===== config.mk =====
export PLATFORM = sky130hd
export DESIGN_NAME = pcd_datapath
export DESIGN_NICKNAME = d
export VERILOG_FILES = /design/src/pcd_pkg.sv /design/src/pcd_datapath.sv
export SDC_FILE = /design/constraint.sdc
export NUM_CORES = 2
export LEC_CHECK = 0
export BUFFER_PORTS_ARGS = -buffer_cell sky130_fd_sc_hd__buf_4
export CAP_MARGIN = 20
export CORE_AREA = 2 2 625 627
export DETAILED_ROUTE_END_ITERATION = 8
export DIE_AREA = 0 0 627 629
export GPL_ROUTABILITY_DRIVEN = 0
export SLEW_MARGIN = 20
export SYNTH_ARGS = -nofsm -noshare
export SYNTH_HDL_FRONTEND = slang
export SYNTH_MEMORY_MAX_BITS = 65536
export SYNTH_SLANG_ARGS = --single-unit

===== constraint.sdc =====
create_clock -name clk -period 13.3 [get_ports clk]
set_input_delay 1.33 -clock clk [delete_from_list [all_inputs] [get_ports clk]]
set_output_delay 1.33 -clock clk [all_outputs]
set_load 0.05 [all_outputs]

===== src/pcd_pkg.sv =====
// Shared types and codes of the partitioned circular deque.
package pcd_pkg;

  localparam int ACTION_W = 2;
  localparam int SEL_W    = 2;
  localparam int FIELD_W  = 32;
  localparam int STATUS_W = 2;

  typedef enum logic [ACTION_W-1:0] {
    ACT_PUSH_FRONT = 2'd0,
    ACT_PUSH_REAR  = 2'd1,
    ACT_POP_FRONT  = 2'd2,
    ACT_POP_REAR   = 2'd3
  } pcd_action_t;

  typedef enum logic [STATUS_W-1:0] {
    ST_DONE  = 2'd0,
    ST_FULL  = 2'd1,
    ST_EMPTY = 2'd2,
    ST_RSVD  = 2'd3
  } pcd_status_t;

  // Commands from the controller to the datapath.
  typedef struct packed {
    logic capture;
    logic exec;
  } pcd_cmd_t;

endpackage


===== src/pcd_datapath.sv =====
// Segment pointers, storage array and result registers of the deque.
module pcd_datapath import pcd_pkg::*; #(
  parameter int TOTAL_DEPTH = 128,
  parameter int NUM_PARTS   = 4,
  parameter int DATA_WIDTH  = 32
) (
  input  logic                      clk,
  input  logic                      rst_n,
  input  pcd_cmd_t                  cmd,
  input  logic [ACTION_W-1:0]       in_action,
  input  logic [SEL_W-1:0]          in_queue_sel,
  input  logic signed [FIELD_W-1:0] in_data_in,
  output logic signed [FIELD_W-1:0] out_data_out,
  output logic [STATUS_W-1:0]       out_status
);

  localparam int SEG_SIZE = TOTAL_DEPTH / NUM_PARTS;
  localparam bit SEG_ZERO = (SEG_SIZE == 0);
  localparam int SEG_W    = (SEG_SIZE > 1) ? $clog2(SEG_SIZE) : 1;
  localparam int SEG_LAST = (SEG_SIZE > 0) ? SEG_SIZE - 1 : 0;
  localparam int PART_W   = (NUM_PARTS > 1) ? $clog2(NUM_PARTS) : 1;
  localparam int ADDR_W   = $clog2(TOTAL_DEPTH);
  localparam int KEEP_W   = (DATA_WIDTH < FIELD_W) ? DATA_WIDTH : FIELD_W;

  typedef logic [SEG_W-1:0] idx_t;

  function automatic idx_t step_up(idx_t i);
    idx_t res;
    if (i == idx_t'(SEG_LAST)) res = '0;
    else res = i + idx_t'(1);
    return res;
  endfunction

  function automatic idx_t step_down(idx_t i);
    idx_t res;
    if (i == '0) res = idx_t'(SEG_LAST);
    else res = i - idx_t'(1);
    return res;
  endfunction

  // Captured item
  pcd_action_t             act_r;
  logic [PART_W-1:0]       part_r, part_nxt;
  logic [DATA_WIDTH-1:0]   wdata_r, wdata_nxt;

  // Per-segment state
  idx_t                    front_r [NUM_PARTS];
  idx_t                    rear_r  [NUM_PARTS];
  logic [NUM_PARTS-1:0]    empty_r;

  // Storage and result
  logic [DATA_WIDTH-1:0]   mem [TOTAL_DEPTH];
  logic [DATA_WIDTH-1:0]   rdata_r;
  logic                    res_pop_r;
  pcd_status_t             res_status_r;

  // Selector wraps onto the existing segments.
  generate
    if (NUM_PARTS >= 4) begin : g_sel_direct
      assign part_nxt = PART_W'(in_queue_sel);
    end else begin : g_sel_wrap
      always_comb begin
        logic [SEL_W-1:0] p;
        p = in_queue_sel;
        for (int k = 0; k < 3; k++) begin
          if (p >= SEL_W'(NUM_PARTS)) p = p - SEL_W'(NUM_PARTS);
        end
        part_nxt = PART_W'(p);
      end
    end
  endgenerate

  always_comb begin
    wdata_nxt = '0;
    wdata_nxt[KEEP_W-1:0] = in_data_in[KEEP_W-1:0];
  end

  always_ff @(posedge clk) begin
    if (cmd.capture) begin
      act_r   <= pcd_action_t'(in_action);
      part_r  <= part_nxt;
      wdata_r <= wdata_nxt;
    end
  end

  // Execution decision for the captured item
  idx_t        f_cur, r_cur, f_nxt, r_nxt, acc_idx;
  logic        e_cur, e_nxt, wr_en, rd_en, is_push;
  pcd_status_t status_nxt;
  logic [ADDR_W-1:0] acc_addr;

  always_comb begin
    f_cur      = front_r[part_r];
    r_cur      = rear_r[part_r];
    e_cur      = empty_r[part_r];
    f_nxt      = f_cur;
    r_nxt      = r_cur;
    e_nxt      = e_cur;
    wr_en      = 1'b0;
    rd_en      = 1'b0;
    acc_idx    = f_cur;
    status_nxt = ST_DONE;
    is_push    = (act_r == ACT_PUSH_FRONT) || (act_r == ACT_PUSH_REAR);
    if (is_push) begin
      priority if (SEG_ZERO) begin
        status_nxt = ST_FULL;
      end else if (e_cur) begin
        f_nxt   = '0;
        r_nxt   = '0;
        e_nxt   = 1'b0;
        wr_en   = 1'b1;
        acc_idx = '0;
      end else if (f_cur == step_up(r_cur)) begin
        status_nxt = ST_FULL;
      end else if (act_r == ACT_PUSH_FRONT) begin
        f_nxt   = step_down(f_cur);
        wr_en   = 1'b1;
        acc_idx = step_down(f_cur);
      end else begin
        r_nxt   = step_up(r_cur);
        wr_en   = 1'b1;
        acc_idx = step_up(r_cur);
      end
    end else begin
      priority if (SEG_ZERO || e_cur) begin
        status_nxt = ST_EMPTY;
      end else if (f_cur == r_cur) begin
        // Last element leaves: segment goes back to its reset shape.
        rd_en   = 1'b1;
        acc_idx = f_cur;
        f_nxt   = '0;
        r_nxt   = '0;
        e_nxt   = 1'b1;
      end else if (act_r == ACT_POP_FRONT) begin
        rd_en   = 1'b1;
        acc_idx = f_cur;
        f_nxt   = step_up(f_cur);
      end else begin
        rd_en   = 1'b1;
        acc_idx = r_cur;
        r_nxt   = step_down(r_cur);
      end
    end
    acc_addr = ADDR_W'(part_r) * ADDR_W'(SEG_SIZE) + ADDR_W'(acc_idx);
  end

  always_ff @(posedge clk) begin
    if (!rst_n) begin
      for (int i = 0; i < NUM_PARTS; i++) begin
        front_r[i] <= '0;
        rear_r[i]  <= '0;
      end
      empty_r <= '1;
    end else if (cmd.exec) begin
      front_r[part_r] <= f_nxt;
      rear_r[part_r]  <= r_nxt;
      empty_r[part_r] <= e_nxt;
    end
  end

  always_ff @(posedge clk) begin
    if (cmd.exec && wr_en) mem[acc_addr] <= wdata_r;
    if (cmd.exec && rd_en) rdata_r <= mem[acc_addr];
  end

  always_ff @(posedge clk) begin
    if (!rst_n) begin
      res_pop_r    <= 1'b0;
      res_status_r <= ST_DONE;
    end else if (cmd.exec) begin
      res_pop_r    <= rd_en;
      res_status_r <= status_nxt;
    end
  end

  always_comb begin
    out_data_out = '0;
    if (res_pop_r) out_data_out[KEEP_W-1:0] = rdata_r[KEEP_W-1:0];
  end
  assign out_status = res_status_r;

  a_empty_pointers: assert property (@(posedge clk) disable iff (!rst_n)
    empty_r[part_r] |-> (front_r[part_r] == '0) && (rear_r[part_r] == '0))
    else $error("empty segment with nonzero pointers");

  a_pop_empty: assert property (@(posedge clk) disable iff (!rst_n)
    cmd.exec && !is_push && empty_r[part_r] |=> res_status_r == ST_EMPTY && !res_pop_r)
    else $error("pop from empty segment not refused");

  a_push_fills: assert property (@(posedge clk) disable iff (!rst_n)
    cmd.exec && is_push && status_nxt == ST_DONE |=> !empty_r[$past(part_r)])
    else $error("segment still empty after a push");

endmodule


==> results.toml <==
[worst_setup_path]
worst-setup-path-type = "reg -> reg"
end_kind = "flip-flop"
crit_family = "buffers and inverters"
crit_path_max_incr_delay_ps = 780
worstPathCellList = "mux4_2 > ha_1 > and3_1 > ha_1 > xnor2_1 > nand3_1 > or3_1 > o31ai_1 > nor2_4 > buf_12 > nor2_4 > buf_12 > buf_12 > buf_4 > a32oi_1 > a31oi_1 > o2111ai_1 > and4_1"
critical_path_buf_inv_count = 4
cp_max_fo = 97
crit_top_cell = "buf_12"
slowest_stage = "dfxtp_1"
arrival_ps = 9050
startpoint_type = "flip-flop"
crit_required_ps = 14060

[pwr]
p_comb_share_pct = 13.5
vdd.ir_drop.worst_mv = 0.129
power_switching_uw = 8320
leakagePower_uw = 0.0598
p_per_area_nw_per_um2 = 163
p_clk_share_pct = 38.0
pwr-share-seq_pct = 48.5
swShare_pct = 27.2
intPower_uw = 22200

[drt]
viasPerCell = 6.05
ant_nets = 0
drc = 0
routedWlPerCell_um = 30.0
drt-total-wl_mm = 535
drtPass1Iterations = 8
dr.first_iter.drc_count = 14800
route.vias.total = 108000

[timing]
grt_setup_unrepaired = "no"
finalHoldViolCount = 0
worst_slew_pin_slew_ps = 1180
finalCriticalPeriod_ps = 8290
final_max_slew_viol_count = 0
max_freq_ghz = 0.121
whs_ps = 485
setup_violations = 0
finClkSkew_ps = 84.5
fin_setup_tns_ps = 0
slew_headroom_pct = 20.9
period_share_pct = 62.4

[global_routing]
antenna_found_initial = 59
grt_overflow = 0
grt_pass1_wl_mm = 754
grt_usage_pct = 26.5
grt_pass1_vias = 102000
grt_max_degree = 180

[finish]
seqCellArea_um2 = 126000
final_nets = 12300
syn2layout_area_growth_pct = 12.7
multiInputGateArea_um2 = 36800
drive_gt1_share_pct = 9.59
fill_cells = 32900

[synthesis]
synth-edff-count = 4204
yosysUniqueCellTypes = 78
synthArstFlopShare_pct = 0
synth-xor-area-share_pct = 0.0679
synth_nets = 12400
ys_ff_latch = 4213
mappedNetlistArea_um2 = 166000
ys_top_cells_by_area = "edfxtp_1 76%, nand2_1 7.6%, nand3_1 4.3%"
muxShareOfSynthArea_pct = 0.708
yosysMostFrequentCell = "edfxtp_1"
synthFlopType = "edfxtp_1"
synth_top_cells_by_count = "4204 x edfxtp_1, 3357 x nand2_1, 1409 x nand3_1"
postSynthCellCount = 12300
yosysWarnings = 0
yosys.area_share.simple_pct = 14.5
synth_seq_area_share_pct = 76.2
yosys.area_share.adder_pct = 0.0453
synth_top_family_by_area = "simple AND/OR/NAND/NOR gates"
yosysTopAreaCellShare_pct = 76.1
synth-compound-area-share_pct = 6.05
synth.largest_area_cell = "edfxtp_1"
postSynthAreaPerCell_um2 = 13.5

[cts]
clkSinkCount = 4213
clk_pin_slew_ps = 60
clockBufferDepth = 4
clkLatencyLatePin_ps = 1030
htreeDepth = 5
cts-root-buf = "clkbuf_16"
tritoncts = "done"
hold_buffers = 0
cts_buffers = 425
cts_setup_buffers = 0
post_cts_resized = 0

[floorplan]
die_area_um2 = 394000
die_x_um = 627
die_h_um = 629
coreArea_um2 = 388000
start_util_pct = 42.8
ios = 74
rows = 229

[job]
max-cap-violations = 0

[place]
dp_hpwl_mm = 289
port_buffers = 73

[min_path]
hp-class = "reg -> reg"

[status]
outcome = "complete, no violations"
[worst paths after layout]
check,from,cells after the start,slack [ps],to
worst min register to register,empty_r[2]$_SDFFE_PN1P_,2,480,empty_r[2]$_SDFFE_PN1P_
worst min-delay path,empty_r[2]$_SDFFE_PN1P_,2,480,empty_r[2]$_SDFFE_PN1P_
worst max register to register,flip-flop,18,5010,rdata_r[10]$_DFFE_PP_
worst max-delay path,flip-flop,18,5010,rdata_r[10]$_DFFE_PP_
[state kept, by name (all words and copies together) (netlist names), named ones only]
name / cells
mem: 4096
rdata_r: 32
wdata_r: 32
front_r: 20
rear_r: 20
empty_r: 4
act_r: 2
out_status: 2
part_r: 2
res_pop_r: 1
[cell families (layout without fill, tap and decap cells)]
logic type / count (synthesis) / count (layout)
and+or+nand+nor: 5518 / 5518
DFF: 4213 / 4213
AOI/OAI and AO/OA: 1489 / 1489
buffers and inverters: 978 / 1252
muxes: 98 / 98
xor gates and xnor gates: 12 / 12
adders and majority gates: 6 / 6
other: 0 / 65
[area by class of cell]
type                    instances  area share, %
diodes                         65         0.0870
clock buffers                 503           5.85
clock inverters               261           1.26
inverters                      78          0.157
multi-input cells            7123           19.7
flip-flops and latches       4213           67.6
well taps                    5197           3.48
repair buffers                410           1.90
[worst reg2reg max path: stages (launching register included)]
cell and delay, ps:
dfxtp_1 780, mux4_2 740, ha_1 260, and3_1 150, ha_1 360, xnor2_1 210
nand3_1 220, or3_1 520, o31ai_1 670, nor2_4 190, buf_12 270, nor2_4 200
buf_12 480, buf_12 560, buf_4 880, a32oi_1 210, a31oi_1 300, o2111ai_1 590
and4_1 490
[cell usage in the layout, fill, tap and decap left out, types with 8 or more instances in the layout]
cell,instances
nor2_4,135
nand3_2,9
clkinv_1,106
buf_4,369
bufinv_16,35
a21oi_1,81
clkinvlp_4,12
o2111ai_2,20
and2_1,34
a31oi_1,506
a311oi_1,124
inv_1,78
clkbuf_1,77
o21ai_0,272
nand4_1,383
buf_12,33
a211oi_1,316
nand3_1,1399
o2111ai_1,43
or4_1,64
and4_1,32
mux2i_1,78
nand2b_1,13
clkinv_2,82
clkbuf_16,426
dfxtp_1,9
xnor2_1,10
edfxtp_1,4204
nand2_1,3355
diode_2,65
a32oi_1,67
nor2_1,57
mux4_2,14
inv_6,8
[power groups by stage]
stage	Sequential [µW]	Combinational, µW	Clock [µW]
floorplan	15200	2160	0
global placement	15100	4000	0
detailed placement	15100	4050	0
CTS	14800	4060	11700
global route	14800	4350	12200
finish	14800	4140	11600
[per-layer routing]
| metal | vias to the layer above | GRT usage (%) | share of wire [%] |
|---|---|---|---|
| met5 | - | 0 | 0.027 |
| met4 | 22 | 13.8 | 5.8 |
| met3 | 1065 | 5.18 | 10 |
| met2 | 6115 | 41.4 | 46 |
| met1 | 54700 | 35.1 | 38 |
| li1 | 46200 | - | - |
[per-stage QoR]
stage               total power [µW]  std cells  setup WS (ps)  instance area [µm²]  utilization (%)
floorplan                      17400      12300           7280               166000                -
global placement               19100      17000           4990               173000             44.7
detailed placement             19200      17000           5010               173000             44.8
CTS                            30600      17800           5010               187000             48.2
global route                   31400      17800           4750               187000             48.2
finish                         30600      17900           5010               187000             48.2
Power figures use the tool's default switching activity.
