==> src/pcd_pkg.sv <==
// Shared types and codes of the partitioned circular deque.
package pcd_pkg;

  localparam int ACTION_W = 2;
  localparam int SEL_W    = 2;
  localparam int FIELD_W  = 32;
  localparam int STATUS_W = 2;

  typedef enum logic [ACTION_W-1:0] {
    ACT_PUSH_FRONT = 2'd0,
    ACT_PUSH_REAR  = 2'd1,
    ACT_POP_FRONT  = 2'd2,
    ACT_POP_REAR   = 2'd3
  } pcd_action_t;

  typedef enum logic [STATUS_W-1:0] {
    ST_DONE  = 2'd0,
    ST_FULL  = 2'd1,
    ST_EMPTY = 2'd2,
    ST_RSVD  = 2'd3
  } pcd_status_t;

  // Commands from the controller to the datapath.
  typedef struct packed {
    logic capture;
    logic exec;
  } pcd_cmd_t;

endpackage

==> src/pcd_ctrl.sv <==
// Sequencing state machine of the deque: accept, execute, present result.
module pcd_ctrl import pcd_pkg::*; (
  input  logic     clk,
  input  logic     rst_n,
  input  logic     in_valid,
  input  logic     out_ready,
  output logic     in_ready,
  output logic     out_valid,
  output pcd_cmd_t cmd
);

  typedef enum logic [2:0] {
    S_IDLE = 3'b001,
    S_EXEC = 3'b010,
    S_RESP = 3'b100
  } pcd_state_t;

  pcd_state_t state_r, state_nxt;

  always_comb begin
    state_nxt = state_r;
    unique case (state_r)
      S_IDLE: begin
        if (in_valid) state_nxt = S_EXEC;
      end
      S_EXEC: begin
        state_nxt = S_RESP;
      end
      S_RESP: begin
        if (out_ready) state_nxt = S_IDLE;
      end
      default: state_nxt = S_IDLE;
    endcase
  end

  always_ff @(posedge clk) begin
    if (!rst_n) begin
      state_r <= S_IDLE;
    end else begin
      state_r <= state_nxt;
    end
  end

  assign in_ready    = (state_r == S_IDLE);
  assign out_valid   = (state_r == S_RESP);
  assign cmd.capture = in_ready && in_valid;
  assign cmd.exec    = (state_r == S_EXEC);

  a_accept_to_exec: assert property (@(posedge clk) disable iff (!rst_n)
    cmd.capture |=> cmd.exec)
    else $error("accepted item did not move to execution");

  a_exec_to_resp: assert property (@(posedge clk) disable iff (!rst_n)
    cmd.exec |=> out_valid && !in_ready)
    else $error("execution not followed by a result");

  a_one_item: assert property (@(posedge clk) disable iff (!rst_n)
    !(in_ready && out_valid))
    else $error("input open while a result is pending");

endmodule

==> config.mk <==
export PLATFORM = sky130hd
export DESIGN_NAME = pcd_ctrl
export DESIGN_NICKNAME = d
export VERILOG_FILES = /design/src/pcd_pkg.sv /design/src/pcd_ctrl.sv
export SDC_FILE = /design/constraint.sdc
export NUM_CORES = 1
export LEC_CHECK = 0
export ABC_AREA = 1
export BUFFER_PORTS_ARGS = -buffer_cell sky130_fd_sc_hd__buf_4
export CAP_MARGIN = 30
export CORE_AREA = 2 2 39 41
export DETAILED_ROUTE_END_ITERATION = 8
export DIE_AREA = 0 0 41 43
export PLACE_DENSITY_LB_ADDON = 0.25
export SLEW_MARGIN = 20
export SYNTH_ARGS = -nofsm -noshare
export SYNTH_HDL_FRONTEND = slang
export SYNTH_SLANG_ARGS = --single-unit
==> constraint.sdc <==
create_clock -name clk -period 1.3 [get_ports clk]
set_clock_uncertainty 0.15 [all_clocks]
set_input_delay 0.26 -clock clk [delete_from_list [all_inputs] [get_ports clk]]
set_output_delay 0.26 -clock clk [all_outputs]
set_load 0.03 [all_outputs]
==> impl_metrics.xml, run 1 <==
<?xml version="1.0" encoding="UTF-8"?>
<metrics>
  <group name="run_status">
    <metric name="outcome" unit="">finished with violations</metric>
    <metric name="failing_checks" unit="">negative setup slack</metric>
  </group>
  <group name="timing">
    <metric name="min_period_over_period" unit="%">105</metric>
    <metric name="relSlewSlack" unit="%">90.2</metric>
    <metric name="report.final.setup_viol" unit="">3</metric>
    <metric name="setup_repair_after_global_routing_missed_its_margin" unit="">true</metric>
    <metric name="post-route-worst-setup-slack" unit="ps">-62.1</metric>
    <metric name="tns" unit="ps">-123</metric>
    <metric name="timing_max_transition_violations_final" unit="">0</metric>
    <metric name="worstMarginPinSlew" unit="ps">146</metric>
    <metric name="hold_viol" unit="">0</metric>
    <metric name="final_period_minus_worst_setup_slack" unit="ps">1360</metric>
    <metric name="max_freq" unit="MHz">734</metric>
  </group>
  <group name="floorplanning">
    <metric name="die_height" unit="um">43</metric>
    <metric name="initial_core_util" unit="%">11.5</metric>
    <metric name="row_count" unit="">14</metric>
    <metric name="number_of_ports_placed_on_the_die_boundary" unit="">8</metric>
    <metric name="floorplan.die_area" unit="mm^2">0.00176</metric>
    <metric name="coreArea" unit="mm^2">0.00138</metric>
    <metric name="die_span_x" unit="um">41</metric>
  </group>
  <group name="finish">
    <metric name="largest_register_ff_count" unit="">3</metric>
    <metric name="insertedDiodeCount" unit="">0</metric>
    <metric name="area.growth.synth_to_final" unit="%">103</metric>
    <metric name="regMostFlops" unit="">state_r</metric>
    <metric name="design.final.nets" unit="">42</metric>
    <metric name="reg_top3" unit="">state_r x3</metric>
    <metric name="post-route-util" unit="%">23.3</metric>
    <metric name="drive_gt1_share" unit="%">70.3</metric>
    <metric name="final_cell_area" unit="um^2">323</metric>
  </group>
  <group name="yosys">
    <metric name="synth_nets" unit="">28</metric>
    <metric name="yosysSeqAreaShare" unit="%">37.8</metric>
    <metric name="synth_top_area_share" unit="%">37.8</metric>
    <metric name="syn-cell-area" unit="um^2">159</metric>
    <metric name="post_synth_num_cell_types" unit="">11</metric>
    <metric name="post_synth_main_area_contributors" unit="">sky130_fd_sc_hd__dfxtp_1 (38%), sky130_fd_sc_hd__inv_1 (17%), sky130_fd_sc_hd__nand3_1 (9.4%)</metric>
    <metric name="syn_inst" unit="">24</metric>
    <metric name="post-synth-top-area-cell" unit="">sky130_fd_sc_hd__dfxtp_1</metric>
    <metric name="synth_area_per_cell" unit="um^2">6.62</metric>
    <metric name="synth.yosys.warnings" unit="">0</metric>
    <metric name="number_of_storage_elements_in_the_synthesis_netlist" unit="">3</metric>
  </group>
  <group name="cts">
    <metric name="cts_hold_repair.buffers" unit="">0</metric>
    <metric name="clock-sinks" unit="">3</metric>
    <metric name="cts_tree" unit="">yes</metric>
    <metric name="cts_buffer_depth" unit="">2</metric>
    <metric name="count_of_h_tree_levels_built_during_cts" unit="">1</metric>
    <metric name="cts_root_buf" unit="">sky130_fd_sc_hd__clkbuf_4</metric>
    <metric name="numCtsBuffers" unit="">3</metric>
    <metric name="clkLatencyLatePin" unit="ps">230</metric>
    <metric name="clk_pin_slew" unit="ps">40</metric>
  </group>
  <group name="setup_path">
    <metric name="setup.worst_path.class" unit="">reg2out</metric>
    <metric name="critical_path.reg2reg.startpoint" unit="">state_r[1]</metric>
    <metric name="critical-path-slowest-cell" unit="">sky130_fd_sc_hd__dfxtp_4</metric>
    <metric name="worst-r2r-cell-count" unit="">6</metric>
    <metric name="worstSetupEndpointType" unit="">primary output</metric>
    <metric name="cp_max_fo" unit="">4</metric>
    <metric name="cp.required" unit="ps">890</metric>
    <metric name="crit_path_cell_trace" unit="">inv_4, nand3_4, nor2_4, buf_6</metric>
    <metric name="rrSetupSlack" unit="ps">270</metric>
    <metric name="cpPeakStageDelay" unit="ps">360</metric>
    <metric name="worstSetupStartpointType" unit="">register</metric>
    <metric name="setup.worst_path.end" unit="">cmd[1]</metric>
    <metric name="worstPathArrival" unit="ps">950</metric>
    <metric name="worst_r2r_endpoint" unit="">state_r[0]</metric>
    <metric name="crit_path_start" unit="">state_r[1]</metric>
  </group>
  <group name="placed_design">
    <metric name="placedInstanceArea" unit="um^2">231</metric>
    <metric name="numPortBuffers" unit="">7</metric>
    <metric name="gp_congestion" unit="">0.579</metric>
    <metric name="hpwl" unit="um">264</metric>
  </group>
  <group name="global_route">
    <metric name="grt_start_max_net_pins" unit="">5</metric>
    <metric name="grt_pass1_vias" unit="">197</metric>
    <metric name="grt_first_pass_wirelength" unit="um">717</metric>
    <metric name="grt.overflow.total" unit="">0</metric>
    <metric name="grtUsageTotal" unit="%">6.21</metric>
    <metric name="grt_antenna_before_repair" unit="">0</metric>
  </group>
  <group name="route">
    <metric name="ant_nets" unit="">0</metric>
    <metric name="route.detailed.vias_per_inst" unit="">3.60</metric>
    <metric name="wl_per_cell" unit="um">7.43</metric>
    <metric name="detailedRoute.firstPassIterationCount" unit="">2</metric>
    <metric name="route.detailed.drc" unit="">0</metric>
    <metric name="drt_iter0_markers" unit="">1</metric>
    <metric name="totalWireLength" unit="um">394</metric>
    <metric name="detailroute.via_count" unit="">191</metric>
  </group>
  <group name="flow_run">
    <metric name="timing.max_cap.violations" unit="">0</metric>
  </group>
  <group name="power">
    <metric name="vdd_drop_max" unit="V">0.000374</metric>
    <metric name="static-leakage-power" unit="uW">0.000159</metric>
    <metric name="power.density_cell_area" unit="mW/mm^2">1210</metric>
  </group>
  <group name="worst_hold_path">
    <metric name="holdCritPathClass" unit="">in2reg</metric>
  </group>
</metrics>
-- cells by family (layout without fill, tap and decap cells) --
kind of cell / Yosys count / count (layout) / share of synthesized area (%)
flops: 3 / 3 / 37.8
compound gates: 1 / 1 / 3.15
simple gates: 11 / 11 / 35.4
buf+inv: 9 / 22 / 23.6
-- layout make-up --
type,instances,area [um^2]
sequential,3,68.8
timing repair buffer,10,86.3
tap,16,20.0
inverter,8,35.0
multi-input combinational,12,86.3
clock buffer,4,26.3
fill,154,1060
-- worst min path at each step --
stage	from	cells past startpoint	endpoint
finish	in_valid	4	state_r[0]
global route	in_valid	4	state_r[0]
CTS	in_valid	4	state_r[0]
detailed placement	state_r[2]	2	state_r[2]
global placement	state_r[2]	2	state_r[2]
floorplan	rst_n	2	state_r[2]
-- routing by layer --
layer  vias up  track usage [%]  routed length [um]
li1         97                -                   -
met2         7             8.75                 205
met1        87             7.03                 148
met5         -                0                   0
met4         0             6.00                   0
met3         0             1.57                  40
-- layout by cell type, fill, tap and decap left out --
| cell type | count |
|---|---|
| sky130_fd_sc_hd__a21oi_1 | 1 |
| sky130_fd_sc_hd__buf_4 | 7 |
| sky130_fd_sc_hd__buf_6 | 3 |
| sky130_fd_sc_hd__clkbuf_1 | 1 |
| sky130_fd_sc_hd__clkbuf_4 | 3 |
| sky130_fd_sc_hd__dfxtp_2 | 1 |
| sky130_fd_sc_hd__dfxtp_4 | 2 |
| sky130_fd_sc_hd__inv_1 | 3 |
| sky130_fd_sc_hd__inv_2 | 3 |
| sky130_fd_sc_hd__inv_4 | 2 |
| sky130_fd_sc_hd__nand2_1 | 1 |
| sky130_fd_sc_hd__nand3_1 | 2 |
| sky130_fd_sc_hd__nand3_2 | 1 |
| sky130_fd_sc_hd__nand3_4 | 1 |
| sky130_fd_sc_hd__nor2_1 | 2 |
| sky130_fd_sc_hd__nor2_2 | 1 |
| sky130_fd_sc_hd__nor2_4 | 1 |
| sky130_fd_sc_hd__nor3_1 | 1 |
| sky130_fd_sc_hd__nor3_2 | 1 |
-- what timing repair did --
| item | 4_1_cts | 5_1_grt |
|---|---|---|
| pin swaps | 2 | 1 |
| endpoints found under the setup margin | 4 | 4 |
| resized for setup | 15 | 2 |
| setup buffers | 3 | 0 |
-- worst max-delay path: cells and delay by family, from the launching register on --
kind | cells | cell delay (ps)
buffers and inverters | 2 | 190
and+or+nand+nor | 2 | 170
DFF | 1 | 360
-- synth_stat cells, drive strengths merged --
library cell  count
dfxtp             3
a21oi             1
buf               1
nor2              4
nand3             4
inv               8
nor3              2
nand2             1
-- stage by stage --
step | hold slack (ps) | power, uW | std cells | worst slack [ps]
3_5_place_dp | 365 | 190 | 46 | 86.2
3_3_place_gp | 358 | 191 | 46 | 91.8
4_1_cts | 149 | 401 | 53 | -72.4
5_1_grt | 193 | 418 | 53 | -112
2_1_floorplan | 262 | 164 | 24 | 98.3
6_report | 159 | 391 | 53 | -62.1
-- where the power goes --
part	leakage (uW)	switching [uW]	internal, uW	total [uW]
Clock	0.0000150	45.1	115	160
Sequential	0.0000259	12.2	101	113
Combinational	0.000118	59.8	58.1	118
Note: power is estimated with default switching activity, not from simulation.
==> inputs of run 2 (changes only) <==
--- a/config.mk
+++ b/config.mk
@@ -6,7 +6,7 @@
 export NUM_CORES = 1
 export LEC_CHECK = 0
 export ABC_AREA = 1
-export BUFFER_PORTS_ARGS = -buffer_cell sky130_fd_sc_hd__buf_4
+export BUFFER_PORTS_ARGS = -buffer_cell sky130_fd_sc_hd__buf_2
 export CAP_MARGIN = 30
 export CORE_AREA = 2 2 39 41
 export DETAILED_ROUTE_END_ITERATION = 8
==> impl_metrics.xml, run 2 (synthesis gave the netlist of run 1 again) <==
<?xml version="1.0" encoding="UTF-8"?>
<metrics>
  <group name="run_status">
    <metric name="outcome" unit="">finished with violations</metric>
    <metric name="failing_checks" unit="">negative setup slack</metric>
  </group>
  <group name="finish">
    <metric name="drive_gt1_share" unit="%">65.8</metric>
    <metric name="area.growth.synth_to_final" unit="%">100</metric>
    <metric name="regMostFlops" unit="">state_r</metric>
    <metric name="design.final.nets" unit="">43</metric>
    <metric name="sequential_cell_area" unit="um^2">66.3</metric>
    <metric name="multi_input_comb_area" unit="um^2">86.3</metric>
    <metric name="num-fill-cells" unit="">156</metric>
    <metric name="reg_top3" unit="">state_r x3</metric>
    <metric name="insertedDiodeCount" unit="">0</metric>
    <metric name="layout_common_cells" unit="">sky130_fd_sc_hd__inv_1 (5), sky130_fd_sc_hd__buf_4 (5), sky130_fd_sc_hd__clkbuf_4 (3), sky130_fd_sc_hd__buf_2 (3), sky130_fd_sc_hd__buf_6 (3)</metric>
    <metric name="largest_register_ff_count" unit="">3</metric>
  </group>
  <group name="route">
    <metric name="wl_per_cell" unit="um">6.72</metric>
    <metric name="ant_nets" unit="">0</metric>
    <metric name="route.detailed.vias_per_inst" unit="">3.33</metric>
    <metric name="route.detailed.drc" unit="">0</metric>
    <metric name="detailroute.via_count" unit="">180</metric>
    <metric name="detailedRoute.firstPassIterationCount" unit="">1</metric>
    <metric name="totalWireLength" unit="um">363</metric>
    <metric name="drt_iter0_markers" unit="">0</metric>
  </group>
  <group name="flow_run">
    <metric name="timing.max_cap.violations" unit="">0</metric>
  </group>
  <group name="setup_path">
    <metric name="cp_max_fo" unit="">4</metric>
    <metric name="worstSetupStartpointType" unit="">register</metric>
    <metric name="worstPathArrival" unit="ps">940</metric>
    <metric name="worstSetupEndpointType" unit="">primary output</metric>
    <metric name="setup.worst_path.class" unit="">reg2out</metric>
    <metric name="cp.required" unit="ps">890</metric>
  </group>
  <group name="floorplanning">
    <metric name="floorplan.die_area" unit="mm^2">0.00176</metric>
    <metric name="number_of_ports_placed_on_the_die_boundary" unit="">8</metric>
    <metric name="row_count" unit="">14</metric>
    <metric name="coreArea" unit="mm^2">0.00138</metric>
    <metric name="die_span_x" unit="um">41</metric>
    <metric name="initial_core_util" unit="%">11.5</metric>
    <metric name="die_height" unit="um">43</metric>
  </group>
  <group name="timing">
    <metric name="relSlewSlack" unit="%">90.9</metric>
    <metric name="report.final.setup_viol" unit="">3</metric>
    <metric name="post-route-worst-setup-slack" unit="ps">-53.5</metric>
    <metric name="worstMarginPinSlew" unit="ps">135</metric>
    <metric name="worst_hold_slack" unit="ps">143</metric>
    <metric name="hold_viol" unit="">0</metric>
    <metric name="timing_max_transition_violations_final" unit="">0</metric>
    <metric name="min_period_over_period" unit="%">104</metric>
    <metric name="setup_repair_after_global_routing_missed_its_margin" unit="">true</metric>
    <metric name="final_period_minus_worst_setup_slack" unit="ps">1350</metric>
    <metric name="max_freq" unit="MHz">739</metric>
  </group>
  <group name="global_route">
    <metric name="grt_first_pass_wirelength" unit="um">634</metric>
    <metric name="grtUsageTotal" unit="%">6.42</metric>
    <metric name="grt.overflow.total" unit="">0</metric>
    <metric name="grt_pass1_vias" unit="">170</metric>
    <metric name="grt_antenna_before_repair" unit="">0</metric>
    <metric name="grt_start_max_net_pins" unit="">5</metric>
  </group>
  <group name="placed_design">
    <metric name="numPortBuffers" unit="">7</metric>
    <metric name="gp_congestion" unit="">0.592</metric>
    <metric name="hpwl" unit="um">252</metric>
    <metric name="worst_slack_at_placement" unit="ps">78.8</metric>
  </group>
  <group name="cts">
    <metric name="cts_buffer_depth" unit="">2</metric>
    <metric name="clkLatencyLatePin" unit="ps">230</metric>
    <metric name="numCtsBuffers" unit="">3</metric>
    <metric name="clk_pin_slew" unit="ps">40</metric>
    <metric name="cts_tree" unit="">yes</metric>
    <metric name="cts_root_buf" unit="">sky130_fd_sc_hd__clkbuf_4</metric>
    <metric name="count_of_h_tree_levels_built_during_cts" unit="">1</metric>
    <metric name="clock-sinks" unit="">3</metric>
  </group>
  <group name="power">
    <metric name="static-leakage-power" unit="uW">0.000163</metric>
    <metric name="vdd_drop_max" unit="V">0.000284</metric>
    <metric name="power.density_cell_area" unit="mW/mm^2">1240</metric>
  </group>
  <group name="worst_hold_path">
    <metric name="holdCritPathClass" unit="">in2reg</metric>
  </group>
</metrics>
## run 2: worst paths after layout
| path | from | endpoint | slack, ps | depth (start not counted) |
|---|---|---|---|---|
| worst max-delay path | state_r[1] | cmd[1] | -50 | 4 |
| worst min-delay path | rst_n | state_r[2] | 140 | 3 |
| worst max register to register | state_r[1] | state_r[0] | 160 | 7 |
| worst min register to register | state_r[2] | state_r[2] | 390 | 2 |
## run 2: cell type report
cell class / instances / area share (%)
multi-input cells: 12 / 27.2
repair buffers: 11 / 27.2
clock buffers: 4 / 8.27
inverters: 8 / 10.2
well taps: 16 / 6.30
flip-flops and latches: 3 / 20.9
## run 2: metrics by stage
step                cell area [um^2]  TNS, ps  std cells  util [%]  total power, uW
floorplan                        166        0         24         -              164
global placement                 229        0         48      16.5              191
detailed placement               229        0         48      16.5              191
CTS                              298     -242         53      21.5              392
global route                     318     -352         54      23.0              425
finish                           318     -132         54      23.0              395
## run 2: report_power, final
group / switching, uW / internal [uW]
clock: 48.4 / 115
combinational: 59.0 / 60.9
sequential: 9.85 / 101
total: 117 / 277
## run 2: layer usage
metal	GRT usage, %	share of wire [%]	up-vias	wire length, um
li1	-	-	99	-
met1	7.05	41	74	148
met2	5.63	47	7	171
met3	4.71	12	0	43
met4	10.0	0	0	0
met5	0	0	-	0
## run 2: critical path, cell delays in order (launching register included)
cell	delay [ps]
sky130_fd_sc_hd__dfxtp_2	330
sky130_fd_sc_hd__inv_2	60
sky130_fd_sc_hd__nand3_4	90
sky130_fd_sc_hd__nor2_4	90
sky130_fd_sc_hd__buf_6	130
## run 2: repair_timing
action | 4_1_cts | 5_1_grt
hold buffers | 0 | 0
setup buffers | 1 | 1
resized for setup | 13 | 4
endpoints found under the setup margin | 4 | 4
pin swaps | 2 | 2
